===== config.mk =====
export PLATFORM = sky130hd
export DESIGN_NAME = rc_data_packet_framer_core
export DESIGN_NICKNAME = d
export VERILOG_FILES = /design/src/design/rcdf_pkg.sv /design/src/design/rcdf_front.sv /design/src/design/rcdf_scale.sv /design/src/design/rcdf_serial.sv /design/src/design/rc_data_packet_framer_core.sv
export SDC_FILE = /design/constraint.sdc
export NUM_CORES = 2
export LEC_CHECK = 0
export ABC_AREA = 1
export BUFFER_PORTS_ARGS = -buffer_cell sky130_fd_sc_hd__buf_2
export CORE_ASPECT_RATIO = 0.5
export CORE_MARGIN = 8
export CORE_UTILIZATION = 57
export CTS_BUF_LIST = sky130_fd_sc_hd__clkbuf_16
export DETAILED_ROUTE_END_ITERATION = 8
export GPL_TIMING_DRIVEN = 1
export HOLD_SLACK_MARGIN = 0.12
export PLACE_DENSITY = 0.73
export SLEW_MARGIN = 20
export SYNTH_ARGS = -nofsm -noshare
export SYNTH_HDL_FRONTEND = slang
export SYNTH_SLANG_ARGS = --single-unit

===== constraint.sdc =====
create_clock -name clk -period 9.86 [get_ports clk]
set_input_delay 1.479 -clock clk [delete_from_list [all_inputs] [get_ports clk]]
set_output_delay 1.479 -clock clk [all_outputs]
set_load 0.01 [all_outputs]

===== src/design/rcdf_pkg.sv =====
// ----------------------------------------------------------------------------
// rcdf_pkg
// Shared types, constants and helper functions for the data packet framer.
// ----------------------------------------------------------------------------
`default_nettype none

package rcdf_pkg;

  // Channel store and hop sequence sizing
  localparam int NUM_RC_CHANNELS = 16;
  localparam int HOP_SLOTS       = 78;
  localparam int HOP_W           = $clog2(HOP_SLOTS);
  localparam int CH_SEL_W        = $clog2(NUM_RC_CHANNELS);
  localparam int SEND_CH_LIMIT   = 16;
  localparam int LANES           = 3;
  localparam int PKT_BYTES       = 8;

  // Field widths
  localparam int IDX_W   = 4;
  localparam int RAW_W   = 11;
  localparam int PHASE_W = 2;
  localparam int START_W = 5;
  localparam int VAL_W   = 16;
  localparam int BIDX_W  = $clog2(PKT_BYTES);

  // Configuration register indexes
  localparam int CFG_IDX_W = 2;
  localparam logic [CFG_IDX_W-1:0] CFG_CRC_POLY   = 2'd0;
  localparam logic [CFG_IDX_W-1:0] CFG_SEED_OFFSET = 2'd1;

  // Phase codes (phase 3 behaves as the third slot)
  localparam logic [PHASE_W-1:0] PH_FIRST  = 2'd0;
  localparam logic [PHASE_W-1:0] PH_SECOND = 2'd1;

  // Header bytes
  localparam logic [7:0] HDR_BIND_EVEN = 8'h09;
  localparam logic [7:0] HDR_BIND_ODD  = 8'h01;
  localparam logic [7:0] HDR_HALF_HI   = 8'h02;
  localparam logic [7:0] HDR_HALF_LO   = 8'h0A;
  localparam logic [7:0] HDR_THIRD_EVN = 8'h88;
  localparam logic [7:0] HDR_THIRD_ODD = 8'h80;

  // Channel scaling: out = trunc((v - CH_MIN_100) * SPAN / DEN) + OUT_LO
  localparam int CH_MIN_100 = 204;
  localparam int CH_MAX_100 = 1844;
  localparam int OUT_LO     = 426;
  localparam int OUT_HI     = 3448;
  localparam int SCALE_SPAN = OUT_HI - OUT_LO;
  localparam int SCALE_DEN  = CH_MAX_100 - CH_MIN_100;
  localparam int MAG_W      = RAW_W;
  localparam int NUM_W      = 23;
  localparam int Q_W        = 12;

  // Division by SCALE_DEN as multiply by reciprocal; exact for NUM_W-bit numerators
  localparam int DIV_SHIFT = 33;
  localparam int RECIP_W   = 23;
  localparam logic [63:0] DIV_RECIP_FULL =
      ((64'd1 << DIV_SHIFT) + 64'(SCALE_DEN) - 64'd1) / 64'(SCALE_DEN);
  localparam logic [RECIP_W-1:0] DIV_RECIP = DIV_RECIP_FULL[RECIP_W-1:0];
  localparam int PROD_W = NUM_W + RECIP_W;

  typedef struct packed {
    logic                func;
    logic [IDX_W-1:0]    channel_index;
    logic [RAW_W-1:0]    channel_value;
    logic [PHASE_W-1:0]  phase;
    logic [HOP_W-1:0]    hop_slot;
  } item_t;

  // Front stage result: header, CRC seed and raw channel reads
  typedef struct packed {
    logic [7:0]                  hdr;
    logic [7:0]                  seed;
    logic [LANES-1:0][RAW_W-1:0] raw;
    logic [LANES-1:0]            ok;
  } front_t;

  // Pipeline load strobes for the scaling lanes
  typedef struct packed {
    logic load_c;
    logic load_d;
  } pipe_en_t;

  // Packet contents handed to the serializer
  typedef struct packed {
    logic [7:0]                  hdr;
    logic [7:0]                  seed;
    logic [LANES-1:0][VAL_W-1:0] val;
  } pkt_t;

  function automatic logic [7:0] rev8(input logic [7:0] x);
    logic [7:0] r;
    for (int i = 0; i < 8; i++) begin
      r[i] = x[7-i];
    end
    return r;
  endfunction

  // hop mod 5 == 0, via reciprocal multiply (exact below 1024)
  function automatic logic hop_mod5_zero(input logic [HOP_W-1:0] h);
    logic [16:0] p;
    logic [6:0]  q;
    logic [9:0]  q5;
    p  = 17'(h) * 17'd205;
    q  = p[16:10];
    q5 = 10'(q) * 10'd5;
    return (10'(h) == q5);
  endfunction

endpackage

`default_nettype wire


===== src/design/rcdf_front.sv =====
// ----------------------------------------------------------------------------
// rcdf_front
// Channel store, half toggle, header selection and channel reads.
// ----------------------------------------------------------------------------
`default_nettype none

module rcdf_front import rcdf_pkg::*; (
  input  wire logic        clk,
  input  wire logic        rst_n,
  input  wire item_t       item,
  input  wire logic        wr_en,
  input  wire logic        load_b,
  input  wire logic [7:0]  seed_offset,
  output front_t           front_r
);

  logic [RAW_W-1:0] store_r [NUM_RC_CHANNELS];
  logic             toggle_r;
  logic             toggle_nxt;
  logic             toggle_eff;
  logic             flip;
  logic [7:0]       hdr;
  logic [START_W-1:0] start;
  front_t           front_nxt;
  logic [CH_SEL_W-1:0] widx;

  assign widx = CH_SEL_W'(item.channel_index);

  always_comb begin
    toggle_eff = (item.hop_slot == '0) ? 1'b1 : toggle_r;
    flip       = 1'b0;
    unique case (item.phase)
      PH_FIRST: begin
        hdr = item.hop_slot[0] ? HDR_BIND_ODD : HDR_BIND_EVEN;
      end
      PH_SECOND: begin
        if (hop_mod5_zero(item.hop_slot)) begin
          hdr = item.hop_slot[0] ? HDR_BIND_ODD : HDR_BIND_EVEN;
        end else begin
          hdr  = toggle_eff ? HDR_HALF_HI : HDR_HALF_LO;
          flip = 1'b1;
        end
      end
      default: begin
        hdr = item.hop_slot[0] ? HDR_THIRD_ODD : HDR_THIRD_EVN;
      end
    endcase
    toggle_nxt = flip ? ~toggle_eff : toggle_eff;

    // first channel: 4 + 6 * (hdr & 3), plus one when bit 3 is clear
    start = START_W'(4) + START_W'(6) * START_W'(hdr[1:0]) + START_W'(!hdr[3]);

    front_nxt.hdr  = hdr;
    front_nxt.seed = rev8(8'(item.hop_slot) + seed_offset);
    for (int i = 0; i < LANES; i++) begin
      logic [START_W-1:0] ch;
      ch = start - START_W'(2 * i);
      front_nxt.ok[i]  = (int'(ch) < SEND_CH_LIMIT) && (int'(ch) < NUM_RC_CHANNELS);
      front_nxt.raw[i] = store_r[CH_SEL_W'(ch)];
    end
  end

  always_ff @(posedge clk) begin
    if (!rst_n) begin
      toggle_r <= 1'b0;
      for (int i = 0; i < NUM_RC_CHANNELS; i++) begin
        store_r[i] <= '0;
      end
    end else begin
      if (wr_en && (int'(item.channel_index) < NUM_RC_CHANNELS)) begin
        store_r[widx] <= item.channel_value;
      end
      if (load_b) begin
        toggle_r <= toggle_nxt;
      end
    end
  end

  always_ff @(posedge clk) begin
    if (load_b) begin
      front_r <= front_nxt;
    end
  end

endmodule

`default_nettype wire


===== src/design/rcdf_scale.sv =====
// ----------------------------------------------------------------------------
// rcdf_scale
// Two-stage channel scaling lane: magnitude product, then reciprocal divide.
// ----------------------------------------------------------------------------
`default_nettype none

module rcdf_scale import rcdf_pkg::*; (
  input  wire logic             clk,
  input  wire pipe_en_t         en,
  input  wire logic [RAW_W-1:0] raw,
  input  wire logic             ok,
  output logic [VAL_W-1:0]      val
);

  logic signed [RAW_W:0] diff;
  logic              neg;
  logic [MAG_W-1:0]  mag;
  logic [NUM_W-1:0]  num_nxt;
  logic [NUM_W-1:0]  num_r;
  logic              neg_c_r, ok_c_r;
  logic [PROD_W-1:0] prod;
  logic [Q_W-1:0]    q_r;
  logic              neg_d_r, ok_d_r;

  always_comb begin
    diff    = $signed({1'b0, raw}) - $signed((RAW_W+1)'(CH_MIN_100));
    neg     = diff[RAW_W];
    mag     = neg ? MAG_W'(-diff) : MAG_W'(diff);
    num_nxt = NUM_W'(mag) * NUM_W'(SCALE_SPAN);
    prod    = PROD_W'(num_r) * PROD_W'(DIV_RECIP);
  end

  always_ff @(posedge clk) begin
    if (en.load_c) begin
      num_r   <= num_nxt;
      neg_c_r <= neg;
      ok_c_r  <= ok;
    end
    if (en.load_d) begin
      q_r     <= prod[DIV_SHIFT +: Q_W];
      neg_d_r <= neg_c_r;
      ok_d_r  <= ok_c_r;
    end
  end

  // truncation toward zero: subtract the magnitude quotient for negative offsets
  always_comb begin
    if (!ok_d_r) begin
      val = '0;
    end else if (neg_d_r) begin
      val = VAL_W'(OUT_LO) - VAL_W'(q_r);
    end else begin
      val = VAL_W'(OUT_LO) + VAL_W'(q_r);
    end
  end

endmodule

`default_nettype wire


===== src/design/rcdf_serial.sv =====
// ----------------------------------------------------------------------------
// rcdf_serial
// Packet byte serializer; folds each sent header and channel byte into the CRC-8 on the way out.
// ----------------------------------------------------------------------------
`default_nettype none

module rcdf_serial import rcdf_pkg::*; (
  input  wire logic              clk,
  input  wire logic              rst_n,
  input  wire logic              load,
  input  wire pkt_t              pkt,
  input  wire logic [7:0]        crc_poly,
  input  wire logic              out_ready,
  output logic                   can_load,
  output logic                   out_valid,
  output logic [7:0]             out_packet_byte,
  output logic [BIDX_W-1:0]      out_byte_index,
  output logic                   out_last
);

  logic                         valid_r;
  logic [BIDX_W-1:0]            idx_r;
  logic [PKT_BYTES-2:0][7:0]    sh_r;
  logic [7:0]                   crc_r;
  logic                         take;
  logic                         at_last;

  function automatic logic [7:0] crc_step(input logic [7:0] crc,
                                          input logic [7:0] b,
                                          input logic [7:0] poly);
    logic [7:0] c;
    c = crc ^ b;
    for (int j = 0; j < 8; j++) begin
      c = c[7] ? ((c << 1) ^ poly) : (c << 1);
    end
    return c;
  endfunction

  assign at_last  = (idx_r == BIDX_W'(PKT_BYTES - 1));
  assign take     = valid_r && out_ready;
  assign can_load = !valid_r || (out_ready && at_last);

  assign out_valid       = valid_r;
  assign out_byte_index  = idx_r;
  assign out_last        = at_last;
  assign out_packet_byte = at_last ? rev8(crc_r) : sh_r[0];

  always_ff @(posedge clk) begin
    if (!rst_n) begin
      valid_r <= 1'b0;
      idx_r   <= '0;
    end else if (load) begin
      valid_r <= 1'b1;
      idx_r   <= '0;
    end else if (take) begin
      if (at_last) begin
        valid_r <= 1'b0;
      end else begin
        idx_r <= idx_r + BIDX_W'(1);
      end
    end
  end

  always_ff @(posedge clk) begin
    if (load) begin
      sh_r[0] <= pkt.hdr;
      for (int i = 0; i < LANES; i++) begin
        sh_r[2*i+1] <= pkt.val[i][15:8];
        sh_r[2*i+2] <= pkt.val[i][7:0];
      end
      crc_r <= pkt.seed;
    end else if (take && !at_last) begin
      sh_r  <= sh_r >> 8;
      crc_r <= crc_step(crc_r, rev8(sh_r[0]), crc_poly);
    end
  end

endmodule

`default_nettype wire


===== src/design/rc_data_packet_framer_core.sv =====
// ----------------------------------------------------------------------------
// rc_data_packet_framer_core
// Radio control data packet framer: channel store plus 8-byte packet builder.
// ----------------------------------------------------------------------------
// A transaction with func = 0 stores an 11-bit stick value and produces
// nothing. A transaction with func = 1 builds one packet (header,
// three big-endian scaled channels, CRC-8) and emits it as eight output
// transactions, byte_index 0..7, last set on the CRC byte. Input passes an
// input register, a header/store-read stage and two scaling stages (product,
// then reciprocal divide) before the byte serializer, which registers the
// packet and raises out_valid. The serializer sends one byte a cycle while
// out_ready is high, so sends are limited by the single output byte port;
// channel writes in between are absorbed one per cycle unless a stalled
// send holds the input register. Input is accepted while earlier packets
// are still in flight or being sent. The CRC is folded in byte by byte as
// bytes leave, using the crc_poly register, which has to be written by
// software after reset.
// Configuration writes are always ready and must happen while idle.
// ----------------------------------------------------------------------------
`default_nettype none

module rc_data_packet_framer_core import rcdf_pkg::*; (
  input  wire logic                  clk,
  input  wire logic                  rst_n,
  // input channel
  input  wire logic                  in_valid,
  output logic                       in_ready,
  input  wire logic                  in_func,
  input  wire logic [IDX_W-1:0]      in_channel_index,
  input  wire logic [RAW_W-1:0]      in_channel_value,
  input  wire logic [PHASE_W-1:0]    in_phase,
  input  wire logic [HOP_W-1:0]      in_hop_slot,
  // result channel
  output logic                       out_valid,
  input  wire logic                  out_ready,
  output logic [7:0]                 out_packet_byte,
  output logic [BIDX_W-1:0]          out_byte_index,
  output logic                       out_last,
  // configuration write channel
  input  wire logic                  cfg_valid,
  output logic                       cfg_ready,
  input  wire logic [CFG_IDX_W-1:0]  cfg_index,
  input  wire logic [7:0]            cfg_wdata
);

  // configuration registers
  logic [7:0] crc_poly_r;
  logic [7:0] seed_offset_r;

  // stage valids: a = input register, b = front, c/d = scaling
  logic   a_valid_r, b_valid_r, c_valid_r, d_valid_r;
  item_t  a_r;
  logic   a_adv, b_load, b_ready, c_ready, d_ready;
  pipe_en_t en;
  logic   ser_can_load, ser_load;

  front_t front_r;
  logic [7:0] hdr_c_r, seed_c_r, hdr_d_r, seed_d_r;
  pkt_t   pkt;

  assign cfg_ready = 1'b1;

  always_ff @(posedge clk) begin
    if (!rst_n) begin
      crc_poly_r    <= '0;
      seed_offset_r <= '0;
    end else if (cfg_valid) begin
      unique case (cfg_index)
        CFG_CRC_POLY:    crc_poly_r    <= cfg_wdata;
        CFG_SEED_OFFSET: seed_offset_r <= cfg_wdata;
        default: ;
      endcase
    end
  end

  // Flow control: each stage moves when the next one is empty or moving.
  // Channel writes retire from the input register without entering the pipe.
  assign ser_load  = d_valid_r && ser_can_load;
  assign d_ready   = !d_valid_r || ser_can_load;
  assign c_ready   = !c_valid_r || d_ready;
  assign b_ready   = !b_valid_r || c_ready;
  assign en.load_c = b_valid_r && c_ready;
  assign en.load_d = c_valid_r && d_ready;
  assign a_adv     = a_valid_r && (!a_r.func || b_ready);
  assign b_load    = a_adv && a_r.func;
  assign in_ready  = !a_valid_r || a_adv;

  always_ff @(posedge clk) begin
    if (!rst_n) begin
      a_valid_r <= 1'b0;
      b_valid_r <= 1'b0;
      c_valid_r <= 1'b0;
      d_valid_r <= 1'b0;
    end else begin
      if (in_ready) begin
        a_valid_r <= in_valid;
      end
      b_valid_r <= b_load    || (b_valid_r && !c_ready);
      c_valid_r <= en.load_c || (c_valid_r && !d_ready);
      d_valid_r <= en.load_d || (d_valid_r && !ser_load);
    end
  end

  always_ff @(posedge clk) begin
    if (in_ready && in_valid) begin
      a_r.func          <= in_func;
      a_r.channel_index <= in_channel_index;
      a_r.channel_value <= in_channel_value;
      a_r.phase         <= in_phase;
      a_r.hop_slot      <= in_hop_slot;
    end
    if (en.load_c) begin
      hdr_c_r  <= front_r.hdr;
      seed_c_r <= front_r.seed;
    end
    if (en.load_d) begin
      hdr_d_r  <= hdr_c_r;
      seed_d_r <= seed_c_r;
    end
  end

  // header choice, toggle and channel store
  rcdf_front u_front (
    .clk         (clk),
    .rst_n       (rst_n),
    .item        (a_r),
    .wr_en       (a_adv && !a_r.func),
    .load_b      (b_load),
    .seed_offset (seed_offset_r),
    .front_r     (front_r)
  );

  // one scaling lane per transmitted channel
  for (genvar g = 0; g < LANES; g++) begin : g_lane
    rcdf_scale u_scale (
      .clk (clk),
      .en  (en),
      .raw (front_r.raw[g]),
      .ok  (front_r.ok[g]),
      .val (pkt.val[g])
    );
  end

  assign pkt.hdr  = hdr_d_r;
  assign pkt.seed = seed_d_r;

  rcdf_serial u_serial (
    .clk             (clk),
    .rst_n           (rst_n),
    .load            (ser_load),
    .pkt             (pkt),
    .crc_poly        (crc_poly_r),
    .out_ready       (out_ready),
    .can_load        (ser_can_load),
    .out_valid       (out_valid),
    .out_packet_byte (out_packet_byte),
    .out_byte_index  (out_byte_index),
    .out_last        (out_last)
  );

endmodule

`default_nettype wire


==> results.yml <==
min_path:
  worst_hold_path_type: "flop to flop"
  worstHoldEndpoint: "seed_c_r[1]"
  timing.hold.worst.start: "u_front.front_r[37]"
  holdPathStages: 0
drt:
  antenna_left: 0
  routedWlPerCell_um: 18.8
  drtPass1Iterations: 6
  detail_route.drc_violations: 0
  routed-via-count: 38697
  totalWireLength_um: 132000
  drt_first_iter_violations: 2849
  routed_via_density: 5.52
job:
  drv_cap: 0
layout:
  most_frequent_cells_in_the_layout: "1239 x inv_1, 914 x ha_1, 668 x nand2_1"
  num_antenna_cells: 0
  nets: 7246
  area_growth_syn_to_layout_pct: 5.91
  layout.cells.most_common: "inv_1"
  final.fill_count: 7880
  drive_above_1_share_pct: 3.59
worst_setup_path:
  crit-reg2reg-capture: "u_front.front_r[32]"
  reg2reg_setup_slack_ns: 2.16
  path_common_cell: "inv_1"
  required_ns: 10.25
  critPathBufInv: 7
  reg2reg_from: "a_r[4]"
  arrival_ns: 8.08
  critPathSlowestCell: "nand2_2"
  worst_path_largest_cell_delay_ns: 0.76
  count_of_cells_along_the_worst_register_to_register_path: 36
  type_of_the_worst_setup_path: "flop to flop"
  timing.critical_path.max_delay_family: "adder cells"
  crit_path_start_kind: "flop"
  timing.critical_path.fanout_max: 51
  critical_path_cell_count: 36
  timing.critical_path.to_type: "flop"
place:
  place.detailed.hpwl_um: 108000
  placement.io_buffers: 53
  gp_congestion: 0.953
cts:
  cts.root.buffer_cell: "clkbuf_16"
  clock_tree.buffer_depth: 3
  clock_tree.htree_level_count: 2
  tritoncts: "done"
  cts_made_buffers: 49
  postCtsResizedCells: 0
  clk_pin_slew_ns: 0.07
  cts_setup_buffers: 0
  tritoncts_sinks: 473
  holdBufCountCts: 0
  worstSkewPairLatency_ns: 0.64
run_status:
  status: "completed"
synthesis:
  synthesis.nets: 7235
  synth.lib_cells_used.distinct: 55
  syn-cell-area_um2: 54300
  synth_cells: 5686
  ys_seq_area_share_pct: 25.7
  synth_ff_type: "edfxtp_1"
  post_synth_edffs: 448
  post_synth.cell_area_avg_um2: 9.55
  synth-seq-cells: 473
  ys_async_sr_fraction_pct: 0
  synth.yosys.warnings: 0
timing:
  post-route-min-period_ns: 7.70
  setup_violations: 0
  timing_hold_violations_final: 0
  slew-limit-headroom_pct: 30.0
  worst_slew_pin_slew_ns: 1.05
  totalNegativeSetupSlack_ns: 0
  post-route-period-util_pct: 78.0
  finalClockSkew_ns: 0.0300
  maxSlewViolCount: 0
  rsz0062_at_grt: "false"
  max_clock_freq_ghz: 0.130
global_routing:
  largest_net_degree_at_the_start_of_global_routing: 89
  grt_pass1_wl_um: 212000
  first_global_vias: 40483
  grt_overflow: 0
  globalRouteTotalUtil_pct: 25.0
  antenna_found_initial: 4
floorplan:
  initial_core_util_pct: 57.2
  fp.dieArea_um2: 106000
  die_y_um: 234
  chipWidth_um: 452
  io-pin-count: 55
  placeableCoreArea_um2: 94900
  floorplan.rows: 80
[synthesized netlist by cell type, types with 5 or more instances]
cell	instances	area (um^2)
inv_1	1232	4620
ha_1	914	11400
nand2_1	671	2520
fa_1	595	11900
edfxtp_1	448	13500
nand3_1	406	2030
nor2_1	373	1400
a21oi_1	230	1150
o21ai_0	167	836
xor2_1	123	1080
clkbuf_1	79	297
nand3b_1	76	571
xnor2_1	65	569
nand4_1	40	250
nor3_1	32	160
dfxtp_1	25	500
buf_2	18	90.1
buf_1	17	63.8
a21o_1	14	105
o211ai_1	13	97.6
o21bai_1	12	90.1
a31oi_1	11	68.8
and2_1	11	68.8
or2_2	11	68.8
a221oi_1	9	78.8
a211oi_1	8	60.1
inv_2	8	30.0
o21a_1	8	60.1
o31ai_1	7	52.6
nand2_2	6	37.5
o221ai_1	5	43.8
[cell families after synthesis]
group,count (synthesis),share of synthesized area [%]
other,1,0.00691
buffers and inverters,1360,9.48
AO/OA/AOI/OAI,505,5.20
AND/OR/NAND/NOR,1646,13.5
multiplexers,3,0.0599
flip-flops,473,25.7
XOR/XNOR,189,3.06
adder cells (fa/ha/maj),1509,43.0
[final cells by class]
cell class	count	area [um^2]	share of cell area, %
clock buffer	49	1230	2.13
timing repair buffer	78	453	0.788
sequential	473	14000	24.3
multi-input combinational	3853	35200	61.3
tap	1271	1590	2.77
clock inverter	40	385	0.670
inverter	1242	4660	8.11
[state kept, by name (all words and copies together) (netlist names), 2 cells and up]
| register | flops |
|---|---|
| u_serial.crc_r | 8 |
| hdr_d_r | 4 |
| u_front.front_r | 47 |
| hdr_c_r | 4 |
| g_lane.u_scale.neg_d_r | 3 |
| seed_offset_r | 8 |
| g_lane.u_scale.q_r | 36 |
| g_lane.u_scale.ok_c_r | 2 |
| u_serial.sh_r | 56 |
| seed_d_r | 8 |
| crc_poly_r | 8 |
| u_serial.out_byte_index | 3 |
| g_lane.u_scale.num_r | 66 |
| a_r | 25 |
| u_front.store_r | 176 |
| seed_c_r | 8 |
| g_lane.u_scale.ok_d_r | 2 |
| g_lane.u_scale.neg_c_r | 3 |
[worst max-delay path by stage]
stage | start | end | slack [ns]
floorplan | a_r[2] | u_front.front_r[11] | 2.80
global placement | a_r[4] | u_front.front_r[26] | 2.15
detailed placement | a_r[4] | u_front.front_r[26] | 2.19
CTS | a_r[4] | u_front.front_r[26] | 2.16
global route | a_r[5] | u_front.front_r[26] | 1.56
finish | a_r[4] | u_front.front_r[32] | 2.16
[per-stage QoR]
step / setup WS, ns / cell area (um^2) / hold WS [ns] / instances / util, %
global placement: 2.15 / 55900 / 0.401 / 6917 / 58.9
global route: 1.56 / 57500 / 0.423 / 7006 / 60.6
detailed placement: 2.19 / 55900 / 0.405 / 6917 / 58.9
floorplan: 2.80 / 54300 / 0.400 / 5686 / -
finish: 2.16 / 57500 / 0.415 / 7006 / 60.6
CTS: 2.16 / 57500 / 0.419 / 7006 / 60.6
[routing by layer]
layer  up-vias  GRT usage, %  wire [um]
met5         -             0         13
met2      1142          41.9      60900
met4         2          6.81       3620
met1     18880          33.6      58100
li1      18412             -          -
met3       261          4.68       9280
Power is left out: the tool's default activity adds up to more than one toggle a clock period on the data nets, which glitch-free logic cannot reach.
